### src/rtl/cab_pkg.sv
// Shared types, constants and helpers for the clipped alpha blit engine.
// No dependencies; every other file of the block imports this package.
`timescale 1ns / 1ps

package cab_pkg;

    localparam int PIX_W      = 32;
    localparam int COORD_W    = 12;
    localparam int SIZE_W     = 13;
    localparam int PLACE_W    = 14;
    localparam int CFG_IDX_W  = 3;
    localparam int CFG_DATA_W = 14;
    localparam int Q_DEPTH    = 4;

    // Configuration register indexes.
    localparam logic [CFG_IDX_W-1:0] CFG_DEST_WIDTH    = 3'd0;
    localparam logic [CFG_IDX_W-1:0] CFG_DEST_HEIGHT   = 3'd1;
    localparam logic [CFG_IDX_W-1:0] CFG_SOURCE_WIDTH  = 3'd2;
    localparam logic [CFG_IDX_W-1:0] CFG_SOURCE_HEIGHT = 3'd3;
    localparam logic [CFG_IDX_W-1:0] CFG_PLACE_X       = 3'd4;
    localparam logic [CFG_IDX_W-1:0] CFG_PLACE_Y       = 3'd5;
    localparam logic [CFG_IDX_W-1:0] CFG_BLEND_MODE    = 3'd6;

    // One classified pixel pair on its way from the front to the back.
    typedef struct packed {
        logic [PIX_W-1:0]   source_pixel;
        logic [PIX_W-1:0]   dest_pixel;
        logic               blend_mode;
        logic [COORD_W-1:0] dest_x;
        logic [COORD_W-1:0] dest_y;
        logic [COORD_W-1:0] source_x;
        logic [COORD_W-1:0] source_y;
        logic               last;
    } t_item;

    // floor(x / 255) for x up to 255 * 255.
    function automatic logic [7:0] f_div255(input logic [15:0] x);
        logic [16:0] t;
        t = {1'b0, x} + {9'd0, x[15:8]} + 17'd1;
        return t[15:8];
    endfunction

endpackage

### src/rtl/cab_stream_if.sv
// Valid/ready stream interfaces for the pixel pair input and the result output.
// Depends on cab_pkg for the field widths.
`timescale 1ns / 1ps

interface cab_in_if import cab_pkg::*; ();
    logic             valid;
    logic             ready;
    logic [PIX_W-1:0] source_pixel;
    logic [PIX_W-1:0] dest_pixel;

    modport source (output valid, output source_pixel, output dest_pixel, input ready);
    modport sink   (input valid, input source_pixel, input dest_pixel, output ready);
endinterface

interface cab_out_if import cab_pkg::*; ();
    logic               valid;
    logic               ready;
    logic [PIX_W-1:0]   out_pixel;
    logic [COORD_W-1:0] dest_x;
    logic [COORD_W-1:0] dest_y;
    logic [COORD_W-1:0] source_x;
    logic [COORD_W-1:0] source_y;
    logic               last;

    modport source (output valid, output out_pixel, output dest_x, output dest_y,
                    output source_x, output source_y, output last, input ready);
    modport sink   (input valid, input out_pixel, input dest_x, input dest_y,
                    input source_x, input source_y, input last, output ready);
endinterface

### src/rtl/cab_front.sv
// Front end: configuration registers, clip region, raster counters.
// Accepts pixel pairs, tags them with coordinates and pushes them to the queue.
// Depends on cab_pkg and cab_stream_if.
`timescale 1ns / 1ps

module cab_front import cab_pkg::*; #(
    parameter int MAX_SIDE = 4096
) (
    input  logic                  i_clk,
    input  logic                  i_rst_n,
    input  logic                  i_cfg_we,
    input  logic [CFG_IDX_W-1:0]  i_cfg_idx,
    input  logic [CFG_DATA_W-1:0] i_cfg_wdata,
    cab_in_if.sink                i_pix,
    input  logic                  i_q_full,
    output logic                  o_q_push,
    output t_item                 o_q_item
);

    // Largest side that a 13-bit register can reach after clamping.
    localparam int SIDE_MAX = (MAX_SIDE < 8191) ? MAX_SIDE : 8191;
    localparam int SW       = $clog2(SIDE_MAX + 1);

    function automatic logic [SW-1:0] f_side(input logic [SIZE_W-1:0] v);
        if (int'(v) > MAX_SIDE) begin
            return SW'(SIDE_MAX);
        end
        return SW'(v);
    endfunction

    logic [SIZE_W-1:0]  r_dest_w, r_dest_h, r_src_w, r_src_h;
    logic [PLACE_W-1:0] r_place_x, r_place_y;
    logic               r_blend;

    // Registered clip region, refreshed in the cycle after any register write.
    logic               r_rgn_ok;
    logic [COORD_W-1:0] r_dx0, r_dy0, r_sx0, r_sy0;
    logic [SW-1:0]      r_w, r_h;
    logic               r_empty;

    logic [SW-1:0]      r_col, r_row;
    logic [SW-1:0]      n_col, n_row;

    logic signed [15:0] px, py, dx0, dy0, sx0, sy0, x_end, y_end, w16, h16;
    logic signed [15:0] dw16, dh16, sw16, sh16;
    logic               accept;
    logic               wrap, last_col, last_row;
    logic [SW-1:0]      cur_col, cur_row;
    logic [15:0]        col16, row16;

    always_ff @(posedge i_clk) begin
        if (!i_rst_n) begin
            r_dest_w  <= '0;
            r_dest_h  <= '0;
            r_src_w   <= '0;
            r_src_h   <= '0;
            r_place_x <= '0;
            r_place_y <= '0;
            r_blend   <= 1'b1;
        end else if (i_cfg_we) begin
            unique case (i_cfg_idx)
                CFG_DEST_WIDTH:    r_dest_w  <= i_cfg_wdata[SIZE_W-1:0];
                CFG_DEST_HEIGHT:   r_dest_h  <= i_cfg_wdata[SIZE_W-1:0];
                CFG_SOURCE_WIDTH:  r_src_w   <= i_cfg_wdata[SIZE_W-1:0];
                CFG_SOURCE_HEIGHT: r_src_h   <= i_cfg_wdata[SIZE_W-1:0];
                CFG_PLACE_X:       r_place_x <= i_cfg_wdata[PLACE_W-1:0];
                CFG_PLACE_Y:       r_place_y <= i_cfg_wdata[PLACE_W-1:0];
                CFG_BLEND_MODE:    r_blend   <= i_cfg_wdata[0];
                default: ;
            endcase
        end
    end

    always_comb begin
        px    = signed'({{2{r_place_x[PLACE_W-1]}}, r_place_x});
        py    = signed'({{2{r_place_y[PLACE_W-1]}}, r_place_y});
        dw16  = signed'(16'(f_side(r_dest_w)));
        dh16  = signed'(16'(f_side(r_dest_h)));
        sw16  = signed'(16'(f_side(r_src_w)));
        sh16  = signed'(16'(f_side(r_src_h)));
        dx0   = (px > 16'sd0) ? px : 16'sd0;
        dy0   = (py > 16'sd0) ? py : 16'sd0;
        sx0   = (px < 16'sd0) ? -px : 16'sd0;
        sy0   = (py < 16'sd0) ? -py : 16'sd0;
        x_end = (px + sw16 < dw16) ? px + sw16 : dw16;
        y_end = (py + sh16 < dh16) ? py + sh16 : dh16;
        w16   = x_end - dx0;
        h16   = y_end - dy0;
    end

    always_ff @(posedge i_clk) begin
        if (!i_rst_n) begin
            r_rgn_ok <= 1'b0;
        end else begin
            r_rgn_ok <= !i_cfg_we;
        end
    end

    always_ff @(posedge i_clk) begin
        r_dx0   <= dx0[COORD_W-1:0];
        r_dy0   <= dy0[COORD_W-1:0];
        r_sx0   <= sx0[COORD_W-1:0];
        r_sy0   <= sy0[COORD_W-1:0];
        r_w     <= w16[SW-1:0];
        r_h     <= h16[SW-1:0];
        r_empty <= (w16 <= 16'sd0) || (h16 <= 16'sd0);
    end

    assign i_pix.ready = r_rgn_ok && !i_q_full;
    assign accept      = i_pix.valid && i_pix.ready;
    // An empty region swallows the transfer without producing a result.
    assign o_q_push    = accept && !r_empty;

    always_comb begin
        // Counters left outside a shrunken region restart at the origin.
        wrap     = (r_col >= r_w) || (r_row >= r_h);
        cur_col  = wrap ? '0 : r_col;
        cur_row  = wrap ? '0 : r_row;
        last_col = ({1'b0, cur_col} + 1'b1) == {1'b0, r_w};
        last_row = ({1'b0, cur_row} + 1'b1) == {1'b0, r_h};
        col16    = 16'(cur_col);
        row16    = 16'(cur_row);

        o_q_item.source_pixel = i_pix.source_pixel;
        o_q_item.dest_pixel   = i_pix.dest_pixel;
        o_q_item.blend_mode   = r_blend;
        o_q_item.dest_x       = r_dx0 + col16[COORD_W-1:0];
        o_q_item.dest_y       = r_dy0 + row16[COORD_W-1:0];
        o_q_item.source_x     = r_sx0 + col16[COORD_W-1:0];
        o_q_item.source_y     = r_sy0 + row16[COORD_W-1:0];
        o_q_item.last         = last_col && last_row;

        n_col = r_col;
        n_row = r_row;
        if (o_q_push) begin
            if (last_col) begin
                n_col = '0;
                n_row = last_row ? '0 : cur_row + 1'b1;
            end else begin
                n_col = cur_col + 1'b1;
                n_row = cur_row;
            end
        end
    end

    always_ff @(posedge i_clk) begin
        if (!i_rst_n) begin
            r_col <= '0;
            r_row <= '0;
        end else begin
            r_col <= n_col;
            r_row <= n_row;
        end
    end

`ifndef SYNTHESIS
    a_last_restarts: assert property (@(posedge i_clk) disable iff (!i_rst_n)
        (o_q_push && o_q_item.last) |=> (r_col == '0 && r_row == '0))
        else $error("raster counters did not restart after the last pixel");
`endif

endmodule

### src/rtl/cab_fifo.sv
// Short queue of classified pixel pairs between the front and the back.
// Depends on cab_pkg for the entry type and depth.
`timescale 1ns / 1ps

module cab_fifo import cab_pkg::*; (
    input  logic  i_clk,
    input  logic  i_rst_n,
    input  logic  i_push,
    input  t_item i_item,
    input  logic  i_pop,
    output logic  o_full,
    output logic  o_vld,
    output t_item o_item
);

    localparam int PW = $clog2(Q_DEPTH);
    localparam int CW = $clog2(Q_DEPTH + 1);

    t_item         r_mem [Q_DEPTH];
    logic [PW-1:0] r_wp, r_rp;
    logic [CW-1:0] r_cnt;

    assign o_full = (r_cnt == CW'(Q_DEPTH));
    assign o_vld  = (r_cnt != '0);
    assign o_item = r_mem[r_rp];

    always_ff @(posedge i_clk) begin
        if (i_push) begin
            r_mem[r_wp] <= i_item;
        end
    end

    always_ff @(posedge i_clk) begin
        if (!i_rst_n) begin
            r_wp  <= '0;
            r_rp  <= '0;
            r_cnt <= '0;
        end else begin
            if (i_push) begin
                r_wp <= (r_wp == PW'(Q_DEPTH - 1)) ? '0 : r_wp + 1'b1;
            end
            if (i_pop) begin
                r_rp <= (r_rp == PW'(Q_DEPTH - 1)) ? '0 : r_rp + 1'b1;
            end
            if (i_push && !i_pop) begin
                r_cnt <= r_cnt + 1'b1;
            end else if (i_pop && !i_push) begin
                r_cnt <= r_cnt - 1'b1;
            end
        end
    end

`ifndef SYNTHESIS
    a_no_overflow: assert property (@(posedge i_clk) disable iff (!i_rst_n)
        i_push |-> !o_full)
        else $error("push into a full queue");
    a_no_underflow: assert property (@(posedge i_clk) disable iff (!i_rst_n)
        i_pop |-> o_vld)
        else $error("pop from an empty queue");
    a_count_bound: assert property (@(posedge i_clk) disable iff (!i_rst_n)
        r_cnt <= CW'(Q_DEPTH))
        else $error("queue count beyond depth");
`endif

endmodule

### src/rtl/cab_back.sv
// Back end: two-stage blend pipeline ending in the output register.
// Stage one forms the channel products; stage two divides by 255, sums and selects by blend mode.
// Depends on cab_pkg and cab_stream_if.
`timescale 1ns / 1ps

module cab_back import cab_pkg::*; (
    input  logic    i_clk,
    input  logic    i_rst_n,
    input  logic    i_q_vld,
    input  t_item   i_q_item,
    output logic    o_q_pop,
    cab_out_if.source o_res
);

    logic        r_s1_vld;
    t_item       r_s1_item;
    logic [15:0] r_prod_d [3];
    logic [15:0] r_prod_s [3];

    logic        r_out_vld;
    logic        out_load, s1_adv;
    logic [7:0]  alpha, chan [3];
    logic [PIX_W-1:0] pix;

    assign out_load = !r_out_vld || o_res.ready;
    assign s1_adv   = !r_s1_vld || out_load;
    assign o_q_pop  = i_q_vld && s1_adv;
    assign alpha    = i_q_item.source_pixel[31:24];

    always_ff @(posedge i_clk) begin
        if (!i_rst_n) begin
            r_s1_vld  <= 1'b0;
            r_out_vld <= 1'b0;
        end else begin
            if (s1_adv) begin
                r_s1_vld <= i_q_vld;
            end
            if (out_load) begin
                r_out_vld <= r_s1_vld;
            end
        end
    end

    always_ff @(posedge i_clk) begin
        if (s1_adv) begin
            r_s1_item <= i_q_item;
            for (int k = 0; k < 3; k++) begin
                r_prod_d[k] <= {8'd0, i_q_item.dest_pixel[8*k +: 8]} *
                               {8'd0, 8'hff - alpha};
                r_prod_s[k] <= {8'd0, i_q_item.source_pixel[8*k +: 8]} * {8'd0, alpha};
            end
        end
    end

    always_comb begin
        for (int k = 0; k < 3; k++) begin
            chan[k] = f_div255(r_prod_d[k]) + f_div255(r_prod_s[k]);
        end
        if (!r_s1_item.blend_mode) begin
            pix = r_s1_item.source_pixel;
        end else if (r_s1_item.source_pixel[31:24] == 8'd0) begin
            pix = r_s1_item.dest_pixel;
        end else begin
            pix = {r_s1_item.dest_pixel[31:24], chan[2], chan[1], chan[0]};
        end
    end

    always_ff @(posedge i_clk) begin
        if (out_load && r_s1_vld) begin
            o_res.out_pixel <= pix;
            o_res.dest_x    <= r_s1_item.dest_x;
            o_res.dest_y    <= r_s1_item.dest_y;
            o_res.source_x  <= r_s1_item.source_x;
            o_res.source_y  <= r_s1_item.source_y;
            o_res.last      <= r_s1_item.last;
        end
    end

    assign o_res.valid = r_out_vld;

endmodule

### src/rtl/clipped_alpha_blit.sv
// Clipped ARGB8888 blit engine. An accepted transfer is written into the queue, then
// passes the product stage register and the output register, where its result shows.
// Throughput: one pixel pair per cycle while input ready is high and the output is ready,
// set by the raster counters and the pipelined blend.
// Input ready drops for one cycle after each register write and after reset while
// the clip region is recomputed. Synchronous active-low reset clears counters,
// queue and pipeline; registers reset to zero with blend mode on.
`timescale 1ns / 1ps

module clipped_alpha_blit import cab_pkg::*; #(
    parameter int MAX_SIDE = 4096
) (
    input  logic                  i_clk,
    input  logic                  i_rst_n,
    input  logic                  i_cfg_we,
    input  logic [CFG_IDX_W-1:0]  i_cfg_idx,
    input  logic [CFG_DATA_W-1:0] i_cfg_wdata,
    cab_in_if.sink                i_pix,
    cab_out_if.source             o_res
);

    logic  q_push, q_pop, q_full, q_vld;
    t_item q_in_item, q_out_item;

    cab_front #(
        .MAX_SIDE (MAX_SIDE)
    ) u_front (
        .i_clk       (i_clk),
        .i_rst_n     (i_rst_n),
        .i_cfg_we    (i_cfg_we),
        .i_cfg_idx   (i_cfg_idx),
        .i_cfg_wdata (i_cfg_wdata),
        .i_pix       (i_pix),
        .i_q_full    (q_full),
        .o_q_push    (q_push),
        .o_q_item    (q_in_item)
    );

    cab_fifo u_fifo (
        .i_clk   (i_clk),
        .i_rst_n (i_rst_n),
        .i_push  (q_push),
        .i_item  (q_in_item),
        .i_pop   (q_pop),
        .o_full  (q_full),
        .o_vld   (q_vld),
        .o_item  (q_out_item)
    );

    cab_back u_back (
        .i_clk    (i_clk),
        .i_rst_n  (i_rst_n),
        .i_q_vld  (q_vld),
        .i_q_item (q_out_item),
        .o_q_pop  (q_pop),
        .o_res    (o_res)
    );

`ifndef SYNTHESIS
    a_cfg_blocks_input: assert property (@(posedge i_clk)
        i_cfg_we |=> !i_pix.ready)
        else $error("transfer possible while the clip region is stale");
    a_reset_clears_output: assert property (@(posedge i_clk)
        !i_rst_n |=> !o_res.valid)
        else $error("result valid right after reset");
`endif

endmodule
### src/flat_wrapper.sv
// flat-port wrapper written by rule: the top's interface ports become plain ports
module clipped_alpha_blit_flat import cab_pkg::*;
#(
    parameter int MAX_SIDE = 4096
)
  (i_clk, i_rst_n, i_cfg_we, i_cfg_idx, i_cfg_wdata, i_pix_valid, i_pix_source_pixel, i_pix_dest_pixel, i_pix_ready, o_res_valid, o_res_out_pixel, o_res_dest_x, o_res_dest_y, o_res_source_x, o_res_source_y, o_res_last, o_res_ready);
  cab_in_if i_pix_i ();
  cab_out_if o_res_i ();
  input  logic i_clk;
  input  logic i_rst_n;
  input  logic i_cfg_we;
  input  logic [CFG_IDX_W-1:0] i_cfg_idx;
  input  logic [CFG_DATA_W-1:0] i_cfg_wdata;
  input wire logic [$bits(i_pix_i.valid)-1:0] i_pix_valid;
  input wire logic [$bits(i_pix_i.source_pixel)-1:0] i_pix_source_pixel;
  input wire logic [$bits(i_pix_i.dest_pixel)-1:0] i_pix_dest_pixel;
  output wire logic [$bits(i_pix_i.ready)-1:0] i_pix_ready;
  output wire logic [$bits(o_res_i.valid)-1:0] o_res_valid;
  output wire logic [$bits(o_res_i.out_pixel)-1:0] o_res_out_pixel;
  output wire logic [$bits(o_res_i.dest_x)-1:0] o_res_dest_x;
  output wire logic [$bits(o_res_i.dest_y)-1:0] o_res_dest_y;
  output wire logic [$bits(o_res_i.source_x)-1:0] o_res_source_x;
  output wire logic [$bits(o_res_i.source_y)-1:0] o_res_source_y;
  output wire logic [$bits(o_res_i.last)-1:0] o_res_last;
  input wire logic [$bits(o_res_i.ready)-1:0] o_res_ready;
  assign i_pix_i.valid = i_pix_valid;
  assign i_pix_i.source_pixel = i_pix_source_pixel;
  assign i_pix_i.dest_pixel = i_pix_dest_pixel;
  assign i_pix_ready = i_pix_i.ready;
  assign o_res_valid = o_res_i.valid;
  assign o_res_out_pixel = o_res_i.out_pixel;
  assign o_res_dest_x = o_res_i.dest_x;
  assign o_res_dest_y = o_res_i.dest_y;
  assign o_res_source_x = o_res_i.source_x;
  assign o_res_source_y = o_res_i.source_y;
  assign o_res_last = o_res_i.last;
  assign o_res_i.ready = o_res_ready;
  clipped_alpha_blit #(.MAX_SIDE(MAX_SIDE)) u_core (.i_clk(i_clk), .i_rst_n(i_rst_n), .i_cfg_we(i_cfg_we), .i_cfg_idx(i_cfg_idx), .i_cfg_wdata(i_cfg_wdata), .i_pix(i_pix_i), .o_res(o_res_i));
endmodule
### config.mk
export PLATFORM = sky130hd
export DESIGN_NAME = clipped_alpha_blit_flat
export DESIGN_NICKNAME = d
export VERILOG_FILES = /design/src/rtl/cab_pkg.sv /design/src/rtl/cab_stream_if.sv /design/src/rtl/cab_front.sv /design/src/rtl/cab_fifo.sv /design/src/rtl/cab_back.sv /design/src/rtl/clipped_alpha_blit.sv /design/src/flat_wrapper.sv
export SDC_FILE = /design/constraint.sdc
export NUM_CORES = 2
export LEC_CHECK = 0
export BUFFER_PORTS_ARGS = -buffer_cell sky130_fd_sc_hd__buf_2
export CORE_MARGIN = 5
export CORE_UTILIZATION = 50
export DETAILED_ROUTE_END_ITERATION = 8
export PLACE_DENSITY = 0.71
export SYNTH_ARGS = -nofsm -noshare
export SYNTH_HDL_FRONTEND = slang
export SYNTH_HIERARCHICAL = 1
export SYNTH_SLANG_ARGS = --single-unit
### constraint.sdc
create_clock -name i_clk -period 7 [get_ports i_clk]
set_input_delay 0.7 -clock i_clk [delete_from_list [all_inputs] [get_ports i_clk]]
set_output_delay 0.7 -clock i_clk [all_outputs]
set_load 0.005 [all_outputs]
Word level (Yosys, flattened, before mapping)
Memory sizes are Yosys's and may differ from the RTL's. A register that Yosys moved wholly into a read port is not among the register bits.
Cells that the tools add are included.
{ "totals": {"ff_bits": 387, "ramBits": 552, "in_bits": 86, "output_inout_bits": 83, "n_memories": 3} }
{ "memory_table": {"columns": ["name", "words", "word_bits", "rd", "rd_ports_with_merged_regs", "wr", "line_no", "rtl"], "rows": [
  ["u_core.u_fifo.r_mem", 4, 114, 1, 1, 1, "cab_fifo.sv:19", "t_item r_mem [Q_DEPTH];"],
  ["u_core.u_back.r_prod_d", 3, 16, 3, 0, 3, "cab_back.sv:17", "logic [15:0] r_prod_d [3];"],
  ["u_core.u_back.r_prod_s", 3, 16, 3, 0, 3, "cab_back.sv:18", "logic [15:0] r_prod_s [3];"]
]} }
{ "classes": {"addsub": 34, "multipliers": 6, "order_cmp": 14, "eq_ne": 11, "n_mux": 33, "n_reduce_logical": 30} }
{ "ops": {"columns": ["op", "count"], "rows": [
  ["$mux 13", 13],
  ["$add 16x1->16 const B", 6],
  ["$add 16x8->16", 6],
  ["$mul 8x8->16", 6],
  ["$mux 16", 4],
  ["$gt 13x13->1 const B", 4],
  ["$add 12x12->12", 4],
  ["$le 16x1->1 const B", 2],
  ["$lt 16x14->1", 2],
  ["$mux 32", 1],
  ["$sub 16x16->16", 2],
  ["$add 14x14->15", 2],
  ["$add 13x1->14 const B", 2],
  ["$eq 14x13->1", 2],
  ["$gt 14x1->1 const B", 2],
  ["$lt 14x1->1 const B", 2],
  ["$add 13x1->13 const B", 2],
  ["$ge 13x13->1", 2],
  ["$add 8x8->8", 3],
  ["$mux 24", 1],
  ["$neg 12->12", 2],
  ["$reduce_and 2->1", 7],
  ["$eq 3x3->1 const B", 4],
  ["$logic_and 1x1->1", 8],
  ["16 further kinds", 39]
]} }

Longest topological paths before layout
{ "logic_depth": {"depth_word": 9, "ltp_mapped": 34} }

Hierarchy
The synthesis kept the hierarchy.
{ "by_module_without_submodules": {"columns": ["mod", "n_inst", "cells_each", "area_per_inst_um2", "seq_area_each_um2"], "rows": [
  ["cab_back", 1, 2139, 24238.2, 8778.4],
  ["cab_fifo", 1, 640, 16920.0, 13873.3],
  ["cab_front", 1, 1859, 14204.9, 3663.5]
]} }

Worst setup path after synthesis
Ideal clock, no wire load.
{ "synth_path": {"kind": "input -> register", "startpoint": "input port o_res_ready", "endpoint": "register u_core.u_fifo.r_cnt[2]", "setup_ps": 76, "arrival_ps": 7124, "slack_ps": -200, "stages": 10, "n_path_buf": 0, "cell_sequence": "nor2b_1 nand2_1 and2_1 inv_1 ha_1 inv_1 fa_1 xor2_1 or3_1 a21boi_0"} }
{ "synth_via": {"elab_chain_len": 6, "word_cells_on_any_way": 8, "cone_classes": "mux (1); reduce/logical (7)"} }
{ "synth_lines": {"columns": ["element", "line_no", "rtl"], "rows": [
  ["start: declaration", "flat_wrapper.sv:25", "input wire logic [$bits(o_res_i.ready)-1:0] o_res_ready;"],
  ["$logic_or 1x1->1 *", "cab_back.sv:25", "assign out_load = !r_out_vld || o_res.ready;"],
  ["$logic_or 1x1->1 *", "cab_back.sv:26", "assign s1_adv = !r_s1_vld || out_load;"],
  ["$logic_and 1x1->1 *", "cab_back.sv:27", "assign o_q_pop = i_q_vld && s1_adv;"],
  ["via u_core.q_pop", "clipped_alpha_blit.sv:22", "logic q_push, q_pop, q_full, q_vld;"],
  ["$logic_not 1->1", "cab_fifo.sv:45", "if (i_push && !i_pop) begin"],
  ["$logic_and 1x1->1", "cab_fifo.sv:45", null],
  ["$mux 3 / $reduce_bool 2->1 (equally long branches)", null, null],
  ["end signal: assignment", "cab_fifo.sv:46", "r_cnt <= r_cnt + 1'b1;"],
  ["end signal: assignment", "cab_fifo.sv:48", "r_cnt <= r_cnt - 1'b1;"],
  ["end: declaration", "cab_fifo.sv:21", "logic [CW-1:0] r_cnt;"]
]} }
The timed path passes the listed nets; every way through them passes the cells marked *.
A chain may end at the register's enable or synchronous reset.

Final worst setup path
{ "layout_path": {"startpoint": "register u_core.u_front.r_src_w[12]", "endpoint": "register u_core.u_front.r_empty"} }
{ "layout_via": {"elab_chain_len": 9} }
{ "layout_lines": {"columns": ["element", "line_no", "rtl"], "rows": [
  ["start: declaration", "cab_front.sv:31", "logic [SIZE_W-1:0] r_dest_w, r_dest_h, r_src_w, r_src_h;"],
  ["start signal: assignment", "cab_front.sv:64", "CFG_SOURCE_WIDTH: r_src_w <= i_cfg_wdata[SIZE_W-1:0];"],
  ["$gt 13x13->1", "cab_front.sv:25", "if (int'(v) > MAX_SIDE) begin"],
  ["$mux 1", "cab_front.sv:25", null],
  ["$mux 13 *", "cab_front.sv:28", "return SW'(v);"],
  ["$add 14x14->15 *", "cab_front.sv:85", "x_end = (px + sw16 < dw16) ? px + sw16 : dw16;"],
  ["$lt 16x14->1", "cab_front.sv:85", null],
  ["$mux 16 *", "cab_front.sv:85", null],
  ["$sub 16x16->16 *", "cab_front.sv:87", "w16 = x_end - dx0;"],
  ["$le 16x1->1 *", "cab_front.sv:106", "r_empty <= (w16 <= 16'sd0) || (h16 <= 16'sd0);"],
  ["$logic_or 1x1->1 *", "cab_front.sv:106", null],
  ["end signal: assignment", "cab_front.sv:106", null],
  ["end: declaration", "cab_front.sv:39", "logic r_empty;"]
]} }
Mark *: on every way between the ends. The rest lies on a longest branch, timed or not.

==> results.json <==
{
  "min_period_ns": 6.60,
  "fin_worst_skew_ns": 0.0333,
  "syn_area_mm2": 0.0554,
  "finalNonFillerCells": 6357,
  "syn_inst": 4638,
  "fp.coreArea_mm2": 0.110,
  "worstMarginPinSlew_ns": 1.11,
  "drc": 0,
  "syn2layout_area_growth_pct": 10.1,
  "place_area_mm2": 0.0576,
  "preCtsSetupSlack_ns": 0.00902,
  "clock_sinks": 941,
  "synthFlopType": "edfxtp_1",
  "postLayoutCellArea_mm2": 0.0609,
  "ant_nets": 0,
  "cp.required_ns": 7.65,
  "async_flop_share_pct": 0,
  "ios": 169,
  "arrival_ns": 7.24,
  "critPathCaptureType": "flip-flop",
  "grt_pass1_wl_mm": 200,
  "r2r-end": "u_core/u_front/r_empty",
  "ctsLongestPathBuffers": 3,
  "yosys_warnings": 6,
  "dp.cells": 6164,
  "holdPathStages": 1,
  "nets": 5534,
  "cp_slowest_cell": "or3b_2",
  "synth.avg_cell_area_um2": 11.9,
  "synth_seq_area_share_pct": 47.5,
  "report.final.slew_viol_count": 0,
  "ys_seq_elements": 941,
  "firstDrtPassIters": 5,
  "synth-edff-count": 747,
  "dieArea_mm2": 0.117,
  "row_count": 122,
  "insertion_delay_ns": 0.70,
  "min_from": "i_pix_source_pixel[27]",
  "start_util_pct": 50.2,
  "die_width_um": 343,
  "cts_tree": "done",
  "fin_crit_sh_pct": 94.2,
  "die_y_um": 343,
  "htree_levels": 3,
  "hold_viol_final": 0,
  "status": "finished, final reports clean",
  "overflow": 0,
  "antenna_found_initial": 15,
  "regToRegStartpoint": "u_core/u_front/r_src_w[12]",
  "slew_headroom_pct": 25.8,
  "crit_type": "reg2reg",
  "r2r.worst_path.cells": 35,
  "mostFrequentLayoutCell": "edfxtp_1",
  "path_max_fanout": 5,
  "finalSetupViolations": 0,
  "rsz0062_at_grt": "no",
  "via_per_inst": 5.47,
  "grt_pass1_vias": 35900,
  "synth_cell_type_count": 95,
  "vias": 34700,
  "max_stage_delay_ns": 0.50,
  "final_cell_mix": "edfxtp_1 (747), inv_1 (444), ha_1 (439)",
  "hold_path.class": "in2reg",
  "grt_max_degree": 96,
  "io_buffers": 168,
  "gp_congestion": 0.920,
  "cts_buffers": 98,
  "tns_ns": 0,
  "worst_slack_ns": 0.403,
  "drt_iter0_drc": 2020,
  "wire_per_inst_um": 19.9,
  "max-cap-violations": 0,
  "grt_use_total_pct": 21.6,
  "root_buffer": "clkbuf_16",
  "fmax_mhz": 152,
  "wirelength_mm": 127,
  "cp_common_cell": "a21o_1",
  "crit_path_start_kind": "flip-flop",
  "dp_hpwl_mm": 91.8,
  "hold_end": "u_core/u_fifo/r_mem[2][109]",
  "final_layout_size_suffix_gt1_share_pct": 12.2,
  "clkTransAtPathRegs_ns": 0.06,
  "r2r_slack_ns": 0.40
}
==> area by class of cell <==
| cell class | instances | area [µm²] |
|---|---|---|
| inverters | 445 | 1670 |
| clock buffers | 124 | 2620 |
| clock inverters | 56 | 572 |
| flip-flops and latches | 941 | 26300 |
| multi-input cells | 3038 | 26300 |
| repair buffers | 255 | 1570 |
| well taps | 1488 | 1860 |
| fillers | 9229 | 49400 |
| diodes | 10 | 25.0 |
==> cell families (layout without fill, tap and decap cells) <==
group	count (synthesis)	count (layout)	synth area share (%)
multiplexers	141	141	5.16
adder cells (fa/ha/maj)	669	669	18.2
AND/OR/NAND/NOR	1332	1332	12.3
XOR/XNOR	269	269	4.34
AO/OA/AOI/OAI	623	623	7.26
flip-flops	941	941	47.5
other	1	14	0.00677
buffers and inverters	662	880	5.20
==> metal layers <==
layer	wire length, µm	track usage, %	vias up
met5	54	0	-
met4	3110	5.93	8
met3	7300	3.26	197
met2	63900	38.3	877
met1	52400	27.7	17200
li1	-	-	16500
==> registers in the layout, summed over array words and instances (netlist names), 12 cells and up, named ones only <==
signal / flops
u_core/u_back/r_prod_d: 48
u_core/u_fifo/r_mem: 456
u_core/u_front/r_sy0: 12
u_core/u_front/r_place_y: 14
u_core/u_front/r_h: 13
u_core/u_front/r_src_w: 13
u_core/u_front/r_dest_h: 13
u_core/u_front/r_w: 13
u_core/u_front/r_row: 13
u_core/u_back/o_res.source_x: 12
u_core/u_back/o_res.dest_y: 12
u_core/u_front/r_dest_w: 13
u_core/u_front/r_col: 13
u_core/u_back/r_prod_s: 48
u_core/u_back/o_res.dest_x: 12
u_core/u_front/r_src_h: 13
u_core/u_back/o_res.source_y: 12
u_core/u_front/r_dx0: 12
u_core/u_front/r_place_x: 14
u_core/u_front/r_dy0: 12
u_core/u_back/o_res.out_pixel: 32
u_core/u_front/r_sx0: 12
u_core/u_back/r_s1_item: 114
==> synth_stat cells, types with 6 or more instances <==
| master | count | area, µm² |
|---|---|---|
| clkbuf_1 | 111 | 417 |
| nor2b_1 | 206 | 1290 |
| a211oi_1 | 8 | 60.1 |
| nand2b_1 | 73 | 457 |
| mux4_2 | 114 | 2570 |
| buf_8 | 7 | 105 |
| mux2i_1 | 11 | 110 |
| o21a_1 | 26 | 195 |
| ha_1 | 441 | 5520 |
| edfxtp_1 | 747 | 22400 |
| nand4_1 | 25 | 156 |
| nand2_1 | 405 | 1520 |
| inv_1 | 445 | 1670 |
| fa_1 | 228 | 4560 |
| nor2_1 | 185 | 694 |
| a21oi_1 | 235 | 1180 |
| and4_1 | 12 | 105 |
| o21ai_0 | 90 | 450 |
| buf_4 | 68 | 510 |
| or4_1 | 6 | 45.0 |
| a31oi_1 | 27 | 169 |
| and3_1 | 39 | 244 |
| o31ai_1 | 20 | 150 |
| a211o_1 | 7 | 61.3 |
| buf_2 | 23 | 115 |
| dfxtp_1 | 194 | 3880 |
| o31a_1 | 7 | 61.3 |
| nor3_1 | 64 | 320 |
| o211ai_1 | 12 | 90.1 |
| a21boi_0 | 16 | 120 |
| a32oi_1 | 10 | 87.6 |
| o21bai_1 | 16 | 120 |
| and2_1 | 170 | 1060 |
| nor4_1 | 27 | 169 |
| or3_1 | 19 | 119 |
| xnor2_1 | 192 | 1680 |
| or2_2 | 7 | 43.8 |
| mux2_2 | 16 | 180 |
| o21ai_1 | 20 | 100 |
| a21o_1 | 54 | 405 |
| o311a_1 | 11 | 110 |
| xor2_1 | 73 | 639 |
| nand3_1 | 71 | 355 |
==> critical path: cells and delay by family, from the launching register on <==
family	cells	cell delay, ns
muxes	1	0.20
DFF	1	0.32
AOI/OAI and AO/OA	19	3.06
xor gates and xnor gates	1	0.18
adders and majority gates	6	1.76
buffers and inverters	4	0.33
and+or+nand+nor	4	0.73
==> metrics by stage <==
stage	utilization, %	hold WS, ns
global route	55.2	0.210
detailed placement	52.2	0.405
floorplan	-	0.400
global placement	52.2	0.403
CTS	55.1	0.183
finish	55.2	0.225
==> worst max-delay path by stage <==
stage	from	to	slack, ns	depth (start not counted)
2_1_floorplan	u_core/u_front/r_src_w[12]	u_core/u_front/r_empty	0.71	34
3_3_place_gp	u_core/u_front/r_src_w[12]	u_core/u_front/r_empty	0.18	35
3_5_place_dp	u_core/u_front/r_src_w[12]	u_core/u_front/r_empty	0.009	35
4_1_cts	u_core/u_front/r_src_w[12]	u_core/u_front/r_empty	0.009	35
5_1_grt	u_core/u_front/r_src_w[12]	u_core/u_front/r_empty	0.01	35
6_report	u_core/u_front/r_src_w[12]	u_core/u_front/r_empty	0.40	35
==> repair_timing <==
item	4_1_cts	5_1_grt
gates resized for setup	0	19
endpoints found under the setup margin	0	1
buffers inserted	0	3
hold buffers	0	0
Power is not shown: default switching activity piles up to over one toggle a cycle in this logic, so the estimate is an artifact.
